**config.mk**
```make
export PLATFORM = sky130hd
export DESIGN_NAME = tcl_ctrl
export DESIGN_NICKNAME = d
export VERILOG_FILES = /design/src/hw/rtl/tcl_pkg.sv /design/src/hw/rtl/tcl_ctrl.sv
export SDC_FILE = /design/constraint.sdc
export NUM_CORES = 1
export LEC_CHECK = 0
export ABC_AREA = 1
export BUFFER_PORTS_ARGS = -buffer_cell sky130_fd_sc_hd__buf_2
export CORE_AREA = 2 2 39 41
export CTS_CLUSTER_DIAMETER = 100
export DETAILED_ROUTE_END_ITERATION = 16
export DIE_AREA = 0 0 41 43
export GPL_TIMING_DRIVEN = 0
export HOLD_SLACK_MARGIN = 0.05
export PLACE_DENSITY = 0.42
export SETUP_SLACK_MARGIN = 0.3
export SYNTH_ARGS = -nofsm -noshare
export SYNTH_HDL_FRONTEND = slang
export SYNTH_SLANG_ARGS = --single-unit
```
**constraint.sdc**
```tcl
create_clock -name clk -period 1.15 [get_ports clk]
set_input_delay 0.115 -clock clk [delete_from_list [all_inputs] [get_ports clk]]
set_output_delay 0.115 -clock clk [all_outputs]
set_load 0.01 [all_outputs]
```
**src/hw/rtl/tcl_pkg.sv**
```systemverilog
// Package for the two-way cache tag lookup: sizes, the set row layout and
// the command/status structs shared by the controller and the datapath.
// Depends on nothing.
package tcl_pkg;

  localparam int unsigned ADDR_W      = 32;
  localparam int unsigned CNT_W       = 32;
  localparam int unsigned TAG_BITS    = 16;
  localparam int unsigned TAG_LSB     = 16;
  localparam int unsigned SET_FIELD_W = 14;
  localparam int unsigned SET_LSB     = 2;

  // Number of sets, 2 to 16384.
  localparam int unsigned SET_COUNT = 16384;
  localparam int unsigned SET_BITS  = (SET_COUNT > 1) ? $clog2(SET_COUNT) : 1;
  localparam bit          SET_POW2  = (SET_COUNT == (1 << SET_BITS));

  // Reciprocal used to reduce the set field modulo SET_COUNT.
  localparam int unsigned RECIP_SHIFT = 2 * SET_FIELD_W;
  localparam int unsigned RECIP_W     = RECIP_SHIFT;
  localparam int unsigned RECIP       = (32'd1 << RECIP_SHIFT) / SET_COUNT;

  // One set: LRU bit, both valid bits and both tags.
  typedef struct packed {
    logic                victim;
    logic                valid1;
    logic                valid0;
    logic [TAG_BITS-1:0] tag1;
    logic [TAG_BITS-1:0] tag0;
  } tcl_row_t;

  typedef struct packed {
    logic clr;
    logic load;
    logic mul;
    logic red;
    logic upd;
  } tcl_cmd_t;

  typedef struct packed {
    logic clr_last;
  } tcl_sts_t;

endpackage

```
**src/hw/rtl/tcl_ctrl.sv**
```systemverilog
// Controller of the two-way cache tag lookup: clearing pass, request
// sequencing and the output valid flag.
// Depends on tcl_pkg.
module tcl_ctrl
  import tcl_pkg::*;
(
  input  logic     clk,
  input  logic     rst_n,
  input  logic     in_valid,
  output logic     in_stall,
  output logic     out_valid,
  input  logic     out_stall,
  output tcl_cmd_t cmd,
  input  tcl_sts_t sts
);

  localparam logic [2:0] ST_CLEAR = 3'd0;
  localparam logic [2:0] ST_IDLE  = 3'd1;
  localparam logic [2:0] ST_MUL   = 3'd2;
  localparam logic [2:0] ST_RED   = 3'd3;
  localparam logic [2:0] ST_LOOK  = 3'd4;

  logic [2:0] state_r;
  logic [2:0] state_nxt;
  logic       out_valid_r;
  logic       out_valid_nxt;
  logic       out_free;

  // The output register can take a new result when empty or being drained.
  assign out_free = !out_valid_r || !out_stall;

  always_comb begin
    state_nxt = state_r;
    cmd       = '0;
    case (state_r)
      ST_CLEAR: begin
        cmd.clr = 1'b1;
        if (sts.clr_last) begin
          state_nxt = ST_IDLE;
        end
      end
      ST_IDLE: begin
        if (in_valid) begin
          cmd.load  = 1'b1;
          state_nxt = SET_POW2 ? ST_LOOK : ST_MUL;
        end
      end
      ST_MUL: begin
        cmd.mul   = 1'b1;
        state_nxt = ST_RED;
      end
      ST_RED: begin
        cmd.red   = 1'b1;
        state_nxt = ST_LOOK;
      end
      ST_LOOK: begin
        if (out_free) begin
          cmd.upd   = 1'b1;
          state_nxt = ST_IDLE;
        end
      end
      default: begin
        state_nxt = ST_CLEAR;
      end
    endcase
  end

  assign out_valid_nxt = cmd.upd || (out_valid_r && out_stall);

  always_ff @(posedge clk) begin
    if (!rst_n) begin
      state_r     <= ST_CLEAR;
      out_valid_r <= 1'b0;
    end else begin
      state_r     <= state_nxt;
      out_valid_r <= out_valid_nxt;
    end
  end

  assign in_stall  = (state_r != ST_IDLE);
  assign out_valid = out_valid_r;

`ifndef ASSERT_OFF
  a_accept_then_busy: assert property (@(posedge clk) disable iff (!rst_n)
    (in_valid && !in_stall) |=> in_stall)
    else $error("request accepted but next request not held off");

  a_upd_gives_result: assert property (@(posedge clk) disable iff (!rst_n)
    cmd.upd |=> out_valid)
    else $error("lookup finished without a result presented");

  a_upd_needs_room: assert property (@(posedge clk) disable iff (!rst_n)
    cmd.upd |-> (!out_valid_r || !out_stall))
    else $error("result overwrote an undelivered result");

  a_one_cmd: assert property (@(posedge clk) disable iff (!rst_n)
    $onehot0({cmd.clr, cmd.load, cmd.mul, cmd.red, cmd.upd}))
    else $error("more than one datapath command at once");
`endif

endmodule

```
==> results by group, run 1 <==
Status
  • Outcome: finished with violations
  • Failing checks: setup timing

Cells and area
  • Share of cells above drive strength 1: between 70% and 80%
  • Fill cell count: about 170
  • Number of inserted diodes: 0
  • Post-route cell area: 445 um^2
  • Commonest non-fill, non-tap cell in the layout: buf_2
  • Syn-to-layout area delta: 72.0%
  • Post-route insts no fill: 74
  • Most frequent cells in the layout: buf_2 (10), buf_4 (7), inv_1 (5)
  • Nets: 65

Placed design
  • Port Buf Inserts: 11
  • Post-place setup slack: 149 ps
  • Detailed placer's ending HPWL: 421 um
  • Placed inst area: between 300 and 400 um^2
  • Global placer's final weighted congestion: just under 0.7
  • Inst Count DP: 65

Synth
  • Biggest area consumer among synthesized cells: dfxtp_1
  • #FFs+latches synth: 4
  • Synthesized cell area: approximately 260 um^2
  • Top FF cell, synth: dfxtp_1
  • Mapped Cells: 38
  • Mean Syn Cell Area: between 6 and 7 um^2
  • Unique masters post-synth: 16
  • Seq/Total Area, Yosys: 30.9%
  • Asr flop ratio synth: 0%
  • Number of flops mapped to enable cells by yosys: 0
  • Yosys warns: 0
  • Synth top area cells: dfxtp_1 (31%), inv_1 (10%), nand2_1 (7.2%)
  • Syn nets: 43
  • Post-synth top area share: 30.9%

STA
  • RSZ-0062 raised after global routing: yes
  • Final hold viol count: 0
  • Final max-slew violation count: 0
  • Slew headroom: between 80 and 90%
  • Final period util: 101%
  • Slew at the pin with the worst max-slew slack: 197 ps
  • Peak Freq: 0.864 GHz
  • Final setup fails: 1
  • Worst setup margin: -7.33 ps
  • Setup TNS: -7.33 ps
  • Tmin final: 1160 ps
  • Clock Skews: 3.51 ps

Route
  • Detail Route Antenna Nets: 0
  • Met2 Wirelength: around 250 um
  • Drt pass-1 iters: 3
  • Initial DRC count: 4
  • Top Layer Used: met3
  • Routed length on met1: 240 um
  • Met3 WL post-DR: approximately 66 um
  • Vias/cell: a little under 4
  • Drt total wl: 558 um
  • Vias: 293
  • DRC: 0
  • Routed wire length per instance: about 7.5 um

Power and ir drop
  • Power density over cell area: 1020 nW/um^2
  • VDD IR max: between 0.6 and 0.7 mV
  • P_leak: 0.236 nW

Worst setup path
  • CP Data Required Time: between 1000 and 1500 ps
  • Startpoint types: register
  • Reg2Reg Depth: 6
  • CP max stage cell: dfxtp_4
  • CP Capture Type: primary output
  • Critical path's largest stage delay: 360 ps
  • Critical Path AT: 1040 ps
  • Crit Path Class: register to primary output
  • Crit-path max FO: 6
  • CP cell instances: nor2_2 -> nand2_1 -> nor2_1 -> buf_2

Clock network
  • H-tree level count: 1
  • Clock tree from TritonCTS: done
  • Clk buf depth: 2
  • Clk sinks: 4
  • # hold bufs at CTS: 0
  • CTS buffer count: 3
  • Clk Latency, worst-skew pair: about 230 ps
  • Clk root buf: clkbuf_4
  • Reg clk slew, reported paths: 30 ps

Flow run
  • Max cap viols: 0

Floorplanning
  • IO Count: 12
  • Core Box Area: 1380 um^2
  • Die Area: 1760 um^2
  • Rows: 14
  • DIE WIDTH: 41 um
  • Starting density of the core: 18.7%
  • Die H: approximately 43 um

Global route
  • Initial antenna violation count: 0
  • Largest net degree at the start of global routing: 8
  • Global Route Usage Sum: 8.43%
  • First-pass GRT wire length: 931 um
  • Vias in the first global route: 242
  • GRT overflow: 0

Worst hold path
  • Hold Crit Depth: 3
  • Min-Delay Path Class: input port to register
## metal layers
metal | track usage (%) | vias to the layer above
li1 | - | 157
met1 | 9.29 | 127
met2 | 10.6 | 9
met3 | 9.42 | 0
met4 | 2.00 | 0
met5 | 0 | -
## sequential cells by signal, indices dropped and copies added, names as in the netlist
register,count
out_valid,1
state_r,3
## Yosys cell counts (2+ instances only)
cell type	n
nor3_1	3
inv_2	2
a21oi_1	2
inv_1	7
nand3_1	2
nand2_1	5
nor2_1	3
dfxtp_1	4
nor2_2	3
## logic make-up after synthesis
kind of cell    share of synthesized area (%)
simple gates                             41.5
compound gates                           6.28
buf+inv                                  21.3
flops                                    30.9
## final cells by class
cell class / count / area [um^2] / area share, %
Clock buffer: 3 / 22.5 / 5.06
Multi-Input combinational cell: 23 / 146 / 32.9
Buffer: 2 / 22.5 / 5.06
Inverter: 9 / 38.8 / 8.71
Sequential cell: 4 / 88.8 / 19.9
Timing Repair Buffer: 17 / 106 / 23.9
Tap cell: 16 / 20.0 / 4.49
## report_power, final
part | internal (W) | switching (W)
sequential | 0.000146 | 0.0000110
clock | 0.000116 | 0.0000507
combinational | 0.0000648 | 0.0000652
## critical path, delay by kind of cell (launching register included)
family        cells  cell delay [ps]
flops             1              360
simple gates      3              320
buf+inv           1              130
## timing repair
action                     CTS  global route
setup endpoints to repair    8             9
resized for setup            7             6
buffers inserted             4             2
pin swaps                    5             4
## per-stage QoR
| stage | power [W] | hold WS [ps] | util (%) |
|---|---|---|---|
| after CTS | 0.000460 | 129 | 30.4 |
| after global routing | 0.000503 | 119 | 32.2 |
| final | 0.000454 | 134 | 32.2 |
| after global placement | 0.000263 | 370 | 24.8 |
| after detailed placement | 0.000263 | 376 | 24.8 |
| after floorplan | 0.000233 | 249 | - |
## path summary, 6_finish.rpt
| check | start | to | slack, ps |
|---|---|---|---|
| min | rst_n | state_r[0] | 130 |
| max | state_r[0] | cmd[0] | -7 |
| max reg2reg | state_r[0] | state_r[2] | 90 |
| min reg2reg | out_valid | out_valid | 480 |
(Power assumes the default switching activity.)
==> run 2: changes to the inputs <==
- ABC_AREA: 1 -> not set
- BUFFER_PORTS_ARGS: -buffer_cell sky130_fd_sc_hd__buf_2 -> -buffer_cell sky130_fd_sc_hd__buf_4
- PLACE_DENSITY: 0.42 -> 0.39
==> results by group, run 2 <==
Cells and area
  • Most frequent cells in the layout: buf_4 (15), buf_6 (5), clkbuf_4 (3) (was buf_2 (10), buf_4 (7), inv_1 (5))
  • FF/Latch Area: 90.1 um^2 (was 88.8 um^2)
  • Most flops, register: state_r (unchanged)
  • Share of cells above drive strength 1: 77.6% (was 70.7%)
  • Syn-to-layout area delta: 120% (was 72.0%)
  • Max reg flops: 3 (unchanged)
  • Footprint of the multi-input gates: 173 um^2 (was 146 um^2)
  • Fill cell count: 154 (was 167)
  • Number of inserted diodes: 0 (unchanged)
  • Nets: 55 (was 65)
  • Commonest non-fill, non-tap cell in the layout: buf_4 (was buf_2)
  • Final core utilization: 35.3% (was 32.2%)

Synth
  • Unique masters post-synth: 18 (was 16)
  • Mapped Cells: 27 (was 38)
  • Mean Syn Cell Area: 8.20 um^2 (was 6.82 um^2)
  • Syn nets: 32 (was 43)
  • Yosys warns: 0 (unchanged)
  • Most common cell in the synthesized netlist: dfxtp_1 (was inv_1)
  • Synthesized cell area: 221 um^2 (was 259 um^2)
  • #FFs+latches synth: 4 (unchanged)
  • Biggest area consumer among synthesized cells: dfxtp_1 (unchanged)
  • Seq/Total Area, Yosys: 36.2% (was 30.9%)
  • Top post-synthesis cells by count: dfxtp_1 (4), nor2_1 (3) (was inv_1 (7), nand2_1 (5), dfxtp_1 (4))
  • Synth top area cells: dfxtp_1 (36%), buf_4 (6.8%), nor3b_1 (6.8%) (was dfxtp_1 (31%), inv_1 (10%), nand2_1 (7.2%))
  • Top FF cell, synth: dfxtp_1 (unchanged)
  • Post-synth top area share: 36.2% (was 30.9%)
  • Asr flop ratio synth: 0% (unchanged)
  • Number of flops mapped to enable cells by yosys: 0 (unchanged)

Global route
  • Largest net degree at the start of global routing: 9 (was 8)
  • GRT overflow: 0 (unchanged)
  • First-pass GRT wire length: 1210 um (was 931 um)
  • Global Route Usage Sum: 11.3% (was 8.43%)
  • Vias in the first global route: 276 (was 242)
  • Initial antenna violation count: 0 (unchanged)

STA
  • Worst setup margin: -229 ps (was -7.33 ps)
  • Tmin final: 1380 ps (was 1160 ps)
  • Hold WS: 134 ps (about the same)
  • Final max-slew violation count: 0 (unchanged)
  • Slew at the pin with the worst max-slew slack: 209 ps (was 197 ps)
  • Peak Freq: 0.725 GHz (was 0.864 GHz)
  • Final hold viol count: 0 (unchanged)
  • Slew headroom: 86.0% (was 86.8%)
  • RSZ-0062 raised after global routing: yes (unchanged)
  • Final setup fails: 8 (was 1)
  • Clock Skews: 7.74 ps (was 3.51 ps)
  • Final period util: 120% (was 101%)

Route
  • Initial DRC count: 2 (was 4)
  • Detail Route Antenna Nets: 0 (unchanged)
  • Drt total wl: 788 um (was 558 um)
  • Met2 Wirelength: 449 um (was 252 um)
  • Routed wire length per instance: 12.1 um (was 7.54 um)
  • Drt pass-1 iters: 2 (was 3)
  • DRC: 0 (unchanged)
  • Vias: 279 (was 293)
  • Vias/cell: 4.29 (was 3.96)
  • Routed length on met1: 273 um (was 240 um)
  • Met3 WL post-DR: 59 um (was 66 um)
  • Top Layer Used: met4 (was met3)

Worst setup path
  • Reg2Reg Launch Point: state_r[2] (was state_r[0])
  • CP Data Required Time: 1030 ps (about the same)
  • Startpoint types: register (unchanged)
  • Reg2Reg Depth: 6 (unchanged)
  • Worst R2R End: state_r[2] (unchanged)
  • CP Capture Type: primary output (unchanged)
  • Reg2Reg Setup Slack: -170 ps (was 90 ps)
  • Crit Path Class: register to primary output (unchanged)
  • Crit-path max FO: 6 (unchanged)
  • Critical Path AT: 1260 ps (was 1040 ps)

Power and ir drop
  • Sw Share: 25.6% (was 27.9%)
  • Power density over cell area: 957 nW/um^2 (was 1020 nW/um^2)
  • P_int: 0.000347 W (was 0.000327 W)
  • VDD IR max: 0.438 mV (was 0.613 mV)
  • Clock power frac: 41.3% (was 36.8%)
  • P_leak: 0.211 nW (was 0.236 nW)
  • Combinational Power Share: 26.4% (was 28.6%)
  • Reg power frac: 32.3% (was 34.6%)
  • Net Sw Power: 0.000120 W (was 0.000127 W)

Clock network
  • Clock tree from TritonCTS: done (unchanged)
  • Clk Latency, worst-skew pair: 240 ps (was 230 ps)
  • Clk sinks: 4 (unchanged)
  • CTS buffer count: 3 (unchanged)
  • H-tree level count: 1 (unchanged)
  • # hold bufs at CTS: 0 (unchanged)
  • Reg clk slew, reported paths: 40 ps (was 30 ps)
  • Clk buf depth: 2 (unchanged)
  • Clk root buf: clkbuf_4 (unchanged)

Worst hold path
  • Hold endpoint: state_r[2] (was state_r[0])
  • Hold Crit Depth: 2 (was 3)
  • Hold Crit Start: rst_n (unchanged)
  • Min-Delay Path Class: input port to register (unchanged)

Floorplanning
  • Starting density of the core: 16.0% (was 18.7%)
  • Rows: 14 (unchanged)
  • Die Area: 1760 um^2 (unchanged)
  • IO Count: 12 (unchanged)
  • Core Box Area: 1380 um^2 (unchanged)
  • DIE WIDTH: 41 um (unchanged)
  • Die H: 43 um (unchanged)

Status
  • Outcome: finished with violations (unchanged)
  • Failing checks: setup timing (unchanged)

Flow run
  • Max cap viols: 0 (unchanged)

Placed design
  • Detailed placer's ending HPWL: 416 um (was 421 um)
  • Port Buf Inserts: 11 (unchanged)
  • Global placer's final weighted congestion: 0.643 (was 0.696)
## run 2: worst max path at each step
stage                     slack [ps]         end  startpoint
after floorplan                   70  state_r[2]  state_r[2]
after global placement            -4      cmd[0]  state_r[2]
after detailed placement          -6      cmd[0]  state_r[2]
after CTS                       -250      cmd[0]  state_r[2]
after global routing            -260      cmd[0]  state_r[2]
final                           -230      cmd[0]  state_r[2]
## run 2: final cells by class
type	instances	share of cell area, %
plain buffers	2	3.85
multi-input cells	19	35.4
repair buffers	18	30.8
well taps	16	4.10
clock buffers	4	5.38
inverters	2	2.05
flip-flops and latches	4	18.5
## run 2: cell families (layout without fill, tap and decap cells)
logic type | count (synthesis) | in the layout | synth area share [%]
muxes | 1 | 1 | 4.52
and+or+nand+nor | 13 | 13 | 33.3
DFF | 4 | 4 | 36.2
buffers and inverters | 4 | 26 | 10.2
AOI/OAI and AO/OA | 5 | 5 | 15.8
## run 2: timing repair
action	CTS	global route
setup endpoints to repair	11	11
pin swaps	1	5
buffers inserted	4	3
cloned	0	0
gates resized for setup	8	10
## run 2: power by group through the flow
stage,sequential (W),combinational (W),clock [W]
floorplan,0.000155,0.0000400,0
global placement,0.000156,0.0000755,0
detailed placement,0.000156,0.0000761,0
CTS,0.000151,0.0000993,0.000205
global route,0.000151,0.000133,0.000224
finish,0.000151,0.000123,0.000193
## run 2: metrics by stage
stage / instance area (um^2) / worst slack [ps] / power [W] / std cells / TNS, ps
6_report: 488 / -229 / 0.000467 / 65 / -1020
5_1_grt: 488 / -262 / 0.000508 / 65 / -1360
4_1_cts: 427 / -252 / 0.000455 / 62 / -911
3_5_place_dp: 347 / -5.68 / 0.000232 / 54 / -5.68
3_3_place_gp: 347 / -4.28 / 0.000231 / 54 / -4.28
2_1_floorplan: 244 / 72.6 / 0.000195 / 27 / 0
## run 2: worst max-delay path: stages, from the launching register on
cell     delay, ps
dfxtp_2        310
buf_6          100
or3b_4         380
a21oi_2        110
buf_4          130
## run 2: metal layers
layer	global-route usage, %	vias to the layer above
li1	-	137
met1	10.3	129
met2	18.1	11
met3	4.71	2
met4	9.33	0
met5	0	-
